<file path="config.mk">
export PLATFORM = sky130hd
export DESIGN_NAME = dstdr_rsp_buf
export DESIGN_NICKNAME = d
export VERILOG_FILES = /design/src/rtl/core/dstdr_pkg.sv /design/src/rtl/core/dstdr_rsp_buf.sv
export SDC_FILE = /design/constraint.sdc
export NUM_CORES = 1
export LEC_CHECK = 0
export BUFFER_PORTS_ARGS = -buffer_cell sky130_fd_sc_hd__clkbuf_2
export CAP_MARGIN = 20
export CELL_PAD_IN_SITES_DETAIL_PLACEMENT = 0
export CELL_PAD_IN_SITES_GLOBAL_PLACEMENT = 2
export CORE_MARGIN = 2
export CORE_UTILIZATION = 30
export CTS_BUF_LIST = sky130_fd_sc_hd__clkbuf_2
export DETAILED_ROUTE_END_ITERATION = 8
export HOLD_SLACK_MARGIN = 0.08
export PLACE_DENSITY_LB_ADDON = 0.1
export REMOVE_ABC_BUFFERS = 1
export SLEW_MARGIN = 20
export SYNTH_ARGS = -nofsm -noshare
export SYNTH_HDL_FRONTEND = slang
export SYNTH_SLANG_ARGS = --single-unit
</file>
<file path="constraint.sdc">
create_clock -name clk -period 6.2 [get_ports clk]
set_input_delay 0.62 -clock clk [delete_from_list [all_inputs] [get_ports clk]]
set_output_delay 0.62 -clock clk [all_outputs]
set_load 0.05 [all_outputs]
</file>
<file path="src/rtl/core/dstdr_pkg.sv">
// Shared types and constants for the dense slot table with dirty-run scanning.
// Used by every module under rtl/core except dstdr_slot_ram; depends on nothing.
package dstdr_pkg;

    localparam int SLOT_BITS     = 10;
    localparam int COUNT_BITS    = SLOT_BITS + 1;
    localparam int CAPACITY      = 1 << SLOT_BITS;
    localparam int OWNER_BITS    = 16;
    localparam int WLOG_BITS     = 3;
    localparam int TEXEL_SHIFT   = 2;
    localparam int X_BITS        = 6;
    localparam int Y_BITS        = 6;
    localparam int LEN_BITS      = 7;
    localparam int ROWSLOT_BITS  = 4;

    localparam logic [WLOG_BITS-1:0] WLOG_MIN   = 3'd2;
    localparam logic [WLOG_BITS-1:0] WLOG_MAX   = 3'd6;
    localparam logic [WLOG_BITS-1:0] WLOG_RESET = 3'd6;

    typedef enum logic [1:0] {
        OP_ADD      = 2'd0,
        OP_REMOVE   = 2'd1,
        OP_NEXT_RUN = 2'd2,
        OP_NOP      = 2'd3
    } op_t;

    typedef enum logic [1:0] {
        ST_OK       = 2'd0,
        ST_FULL     = 2'd1,
        ST_BAD_SLOT = 2'd2,
        ST_NO_RUN   = 2'd3
    } status_t;

    typedef enum logic [2:0] {
        S_IDLE,
        S_DECODE,
        S_RM_MOVE,
        S_SCAN,
        S_RESULT
    } state_t;

    typedef struct packed {
        logic                  dirty;
        logic [OWNER_BITS-1:0] owner;
    } entry_t;

    typedef struct packed {
        logic                 wr_en;
        logic [SLOT_BITS-1:0] wr_addr;
        entry_t               wr_data;
        logic                 rd_en;
        logic [SLOT_BITS-1:0] rd_addr;
    } ram_req_t;

    typedef struct packed {
        status_t               status;
        logic [SLOT_BITS-1:0]  slot_out;
        logic                  moved;
        logic [OWNER_BITS-1:0] moved_owner;
        logic [SLOT_BITS-1:0]  copy_from;
        logic [X_BITS-1:0]     run_x;
        logic [Y_BITS-1:0]     run_y;
        logic [LEN_BITS-1:0]   run_len;
        logic [SLOT_BITS-1:0]  run_first_slot;
        logic [COUNT_BITS-1:0] used_count;
    } rsp_t;

endpackage

</file>
<file path="src/rtl/core/dstdr_rsp_buf.sv">
// Output register for result transactions; frees the sequencer while a result
// waits downstream. Depends on dstdr_pkg.
module dstdr_rsp_buf (
    input  logic            clk,
    input  logic            rst_n,
    input  logic            res_valid,
    output logic            res_ready,
    input  dstdr_pkg::rsp_t res,
    output logic            rsp_valid,
    input  logic            rsp_stall,
    output dstdr_pkg::rsp_t rsp
);

    logic            valid_reg;
    dstdr_pkg::rsp_t data_reg;

    assign res_ready = !valid_reg || !rsp_stall;
    assign rsp_valid = valid_reg;
    assign rsp       = data_reg;

    always_ff @(posedge clk or negedge rst_n)
    begin
        if (!rst_n)
        begin
            valid_reg <= 1'b0;
        end
        else if (res_ready)
        begin
            valid_reg <= res_valid;
        end
    end

    always_ff @(posedge clk)
    begin
        if (res_ready && res_valid)
        begin
            data_reg <= res;
        end
    end

endmodule

</file>
==> results.txt <==
----------------------------------------------------
[STA]
  Setup TNS ... 0 ns
  Final hold slack ... ~0.32 ns
  Achievable Freq ... 527.4 MHz
  Final setup violation count ... 0
  Final min period ... 1.896 ns
  Final worst-path cycle share ... 30.58%
  Clock skew after layout ... 0.01327 ns
  Rel. slew slack ... 34.88%
  Number of hold-slack violations in the final timing report ... 0
  Slew @ Worst Pin ... 0.9768 ns
  Number of pins exceeding their max-slew limit in the final report ... 0
  Setup repair after global routing missed its margin ... no

[Route]
  Post-DRT Antenna Nets ... 0
  Drt initial violations ... 21
  Detailed-routing iteration count for the pre-antenna-repair pass ... 4
  Number of vias per cell after detailed routing ... 3.956
  Number of DRC violations after detailed routing ... 0
  Number of vias in the routed layout ... 1444
  Wirelength, routed ... 4.846 mm
  Detailed-route wire length per cell ... 13.28 µm

[Clock tree]
  Number of resized instances in the post-cts repair step ... 0
  TritonCTS sink count ... 80
  Clock tree from TritonCTS ... done
  Root buffer selected by CTS ... sky130_fd_sc_hd__clkbuf_2
  H-tree depth ... 3
  Maximum number of buffers from clock root to sink ... 2
  Number of hold buffers added after CTS ... 1
  Buffers inserted by post-CTS timing repair ... 0
  CTS buffer count ... 9
  Skew-Pair Late Insertion Delay ... 0.45 ns
  Clock-pin slew of the registers on the worst-case setup and hold paths ... 0.20 ns

[Logic synthesis]
  Average instance area after synthesis ... 29.15 µm²
  Dominant combinational cell family by area after synthesis ... compound AO/OA/AOI/OAI gates
  Most frequently used cell type in the post-synthesis netlist ... sky130_fd_sc_hd__edfxtp_1
  Commonest cells post-synth ... 79 x sky130_fd_sc_hd__edfxtp_1, 1 x sky130_fd_sc_hd__a21boi_2, 1 x sky130_fd_sc_hd__a21o_1, 1 x sky130_fd_sc_hd__dfrtp_1, 1 x sky130_fd_sc_hd__nand2_1
  Post-Synthesis Cell Area ... 2420 µm²
  Compound-gate portion of the synthesized area ... less than 1%
  Most frequently used flop master after synthesis ... sky130_fd_sc_hd__edfxtp_1
  Number of distinct standard cells referenced by the synthesized netlist ... 5
  Number of enable flip-flop cells after synthesis ... 79
  Async set or reset register ratio after synthesis ... ~1.3%
  Cell types occupying the most area after synthesis ... sky130_fd_sc_hd__edfxtp_1 98%, sky130_fd_sc_hd__dfrtp_1 1.0%, sky130_fd_sc_hd__a21boi_2 0.47%
  Synth Warn # ... 0
  Area share of the largest cell type after synthesis ... 98.04%
  Area fraction in and, or, nand and nor cells after synthesis ... 0.1551%
  Register bit count reported by yosys ... 80
  Sequential share of the synthesized area ... 99.07%
  XOR/XNOR Fraction of Synth Area ... 0%
  Most area-hungry cell type in the Yosys netlist ... sky130_fd_sc_hd__edfxtp_1
  Gate count after technology mapping ... 83
  Adder-cell share of the synthesized area ... 0%
  Mux cell area share after synthesis ... 0%

[Worst setup path]
  End of the critical path ... res_ready
  Required time worst endpoint ... 5.58 ns
  Stages on the worst setup path ... 2
  Crit path from ... rsp_valid$_DFFE_PN0P_
  Worst reg2reg setup slack ... 4.40 ns
  Type of the setup path with the least slack ... reg2out
  Worst path top cell family by delay ... flip-flops
  Crit Reg-Reg Endpoint ... rsp[3]$_DFFE_PP_
  Kind of capture point of the worst setup path ... output port
  Signal arrival time at the worst endpoint ... 1.28 ns
  Logic depth of the worst register-to-register path ... 2
  Cell-by-cell trace of the critical path ... nand2_1 > clkbuf_2
  Largest incremental delay on the critical path ... 0.47 ns
  Critical R2R Launch ... rsp_valid$_DFFE_PN0P_
  Critical path fanouts, max ... 4
  Slowest library cell on the worst path ... sky130_fd_sc_hd__dfrtp_1
  Startpoint type of the worst setup path ... register
  Count of buffering cells on the critical path with inverters included ... 1

[Power]
  Net switching power ... 0.2936 mW
  Clock network fraction of design power ... 26.2%
  Sequential cell fraction of total power ... 58.4%
  Leakage dissipation ... 1.543 nW
  Switching part of the total power ... between 20 and 30%
  VDD IR max ... 0.0001024 V
  Part of the total power dissipated in combinational logic ... 15.4%
  Total Power ... 1.091 mW
  Pwr/cell area ... 310.9 nW/µm²
  Internal power summed over all cells ... 0.7978 mW

[Die]
  Starting density of the core ... 31.15%
  Die extent in x ... between 90 and 100 µm
  I/O pin total ... 164
  DIE AREA ... 8800 µm²
  Area of the core ... 7767 µm²
  Die height ... 93.81 µm
  Floorplan row count ... 32

[Job]
  Count of maximum capacitance violations ... 0

[Hold path]
  Path class of the lowest-slack min-delay path ... in2reg

[Layout]
  Fraction of final layout cells sized beyond drive strength 1 ... 67.68%
  Antenna diode count ... 0
  Layout net count ... roughly 340
  Final instance area ... 3511 µm²
  Layout-stage area growth over the synthesis result ... 45.09%
  Filler cell count ... 724

[Global route]
  Initial antenna violation count ... 0
  Remaining global-route overflow ... 0
  Vias in the first global route ... 1364
  Maximum number of pins on one net before global-route repair ... 80
  Global-route total usage across every layer ... 10.79%
  First-pass GRT wire length ... 6.913 mm

[Run status]
  Status ... finished clean

[Place]
  Post-DP HPWL ... 3.564 mm
  Last weighted congestion value of the routability-driven placer ... 0.6601
  Port Buf Inserts ... between 150 and 200
  Dpl cell area ... 3378 µm²

----------------------------------------------------
[logic make-up after synthesis]
kind of cell       Yosys count
DFF                         80
AOI/OAI and AO/OA            2
and+or+nand+nor              1
[power groups by stage]
stage          sequential (mW)  clock, mW  combinational [mW]
5_1_grt                  0.641      0.327               0.176
2_1_floorplan            0.753          0              0.0119
6_report                 0.637      0.286               0.168
3_5_place_dp             0.650          0               0.170
4_1_cts                  0.638      0.303               0.170
3_3_place_gp             0.649          0               0.169
[metal layers]
| metal | up-vias | global-route usage [%] | routed length (µm) |
|---|---|---|---|
| met1 | 666 | 12.17 | 1733 |
| met5 | - | 0 | 0 |
| li1 | 689 | - | - |
| met2 | 87 | 16.79 | 2502 |
| met4 | 0 | 5.797 | 24 |
| met3 | 2 | 5.297 | 586 |
[cell type report]
cell class | count | area (µm²) | share of cell area [%]
clock inverters | 5 | 72.57 | 2.067
multi-input cells | 3 | 30.03 | 0.8553
repair buffers | 165 | 833.3 | 23.73
clock buffers | 10 | 50.05 | 1.426
flip-flops and latches | 80 | 2397 | 68.28
well taps | 102 | 127.6 | 3.635
[sequential cells by signal, summed over array words and instances (netlist names)]
| register | flops |
|---|---|
| rsp | 79 |
| rsp_valid | 1 |
[worst min path at each step]
stage	start	endpoint	slack, ns	cells past startpoint
after detailed placement	rst_n	rsp_valid$_DFFE_PN0P_	0.40	1
after CTS	res[77]	rsp[77]$_DFFE_PP_	0.24	1
after global placement	rst_n	rsp_valid$_DFFE_PN0P_	0.40	1
after global routing	res[75]	rsp[75]$_DFFE_PP_	0.21	1
final	res[39]	rsp[39]$_DFFE_PP_	0.32	1
after floorplan	rst_n	rsp_valid$_DFFE_PN0P_	0.32	0
[layout by cell type, fill, tap and decap left out]
| cell type | n |
|---|---|
| sky130_fd_sc_hd__clkbuf_2 | 173 |
| sky130_fd_sc_hd__clkinv_1 | 2 |
| sky130_fd_sc_hd__a21o_1 | 1 |
| sky130_fd_sc_hd__buf_4 | 1 |
| sky130_fd_sc_hd__bufinv_16 | 2 |
| sky130_fd_sc_hd__clkinv_2 | 1 |
| sky130_fd_sc_hd__a21boi_4 | 1 |
| sky130_fd_sc_hd__dlygate4sd3_1 | 1 |
| sky130_fd_sc_hd__dfrtp_1 | 1 |
| sky130_fd_sc_hd__nand2_1 | 1 |
| sky130_fd_sc_hd__edfxtp_1 | 79 |
[per-stage QoR]
stage               instances  setup slack, ns  util, %
floorplan                  83            2.857        -
global placement          349            4.138    43.49
detailed placement        349            4.121    43.49
CTS                       365            4.233    45.20
global route              365            4.206    45.20
finish                    365            4.304    45.20
No activity file was read; power rests on OpenSTA's default activity.
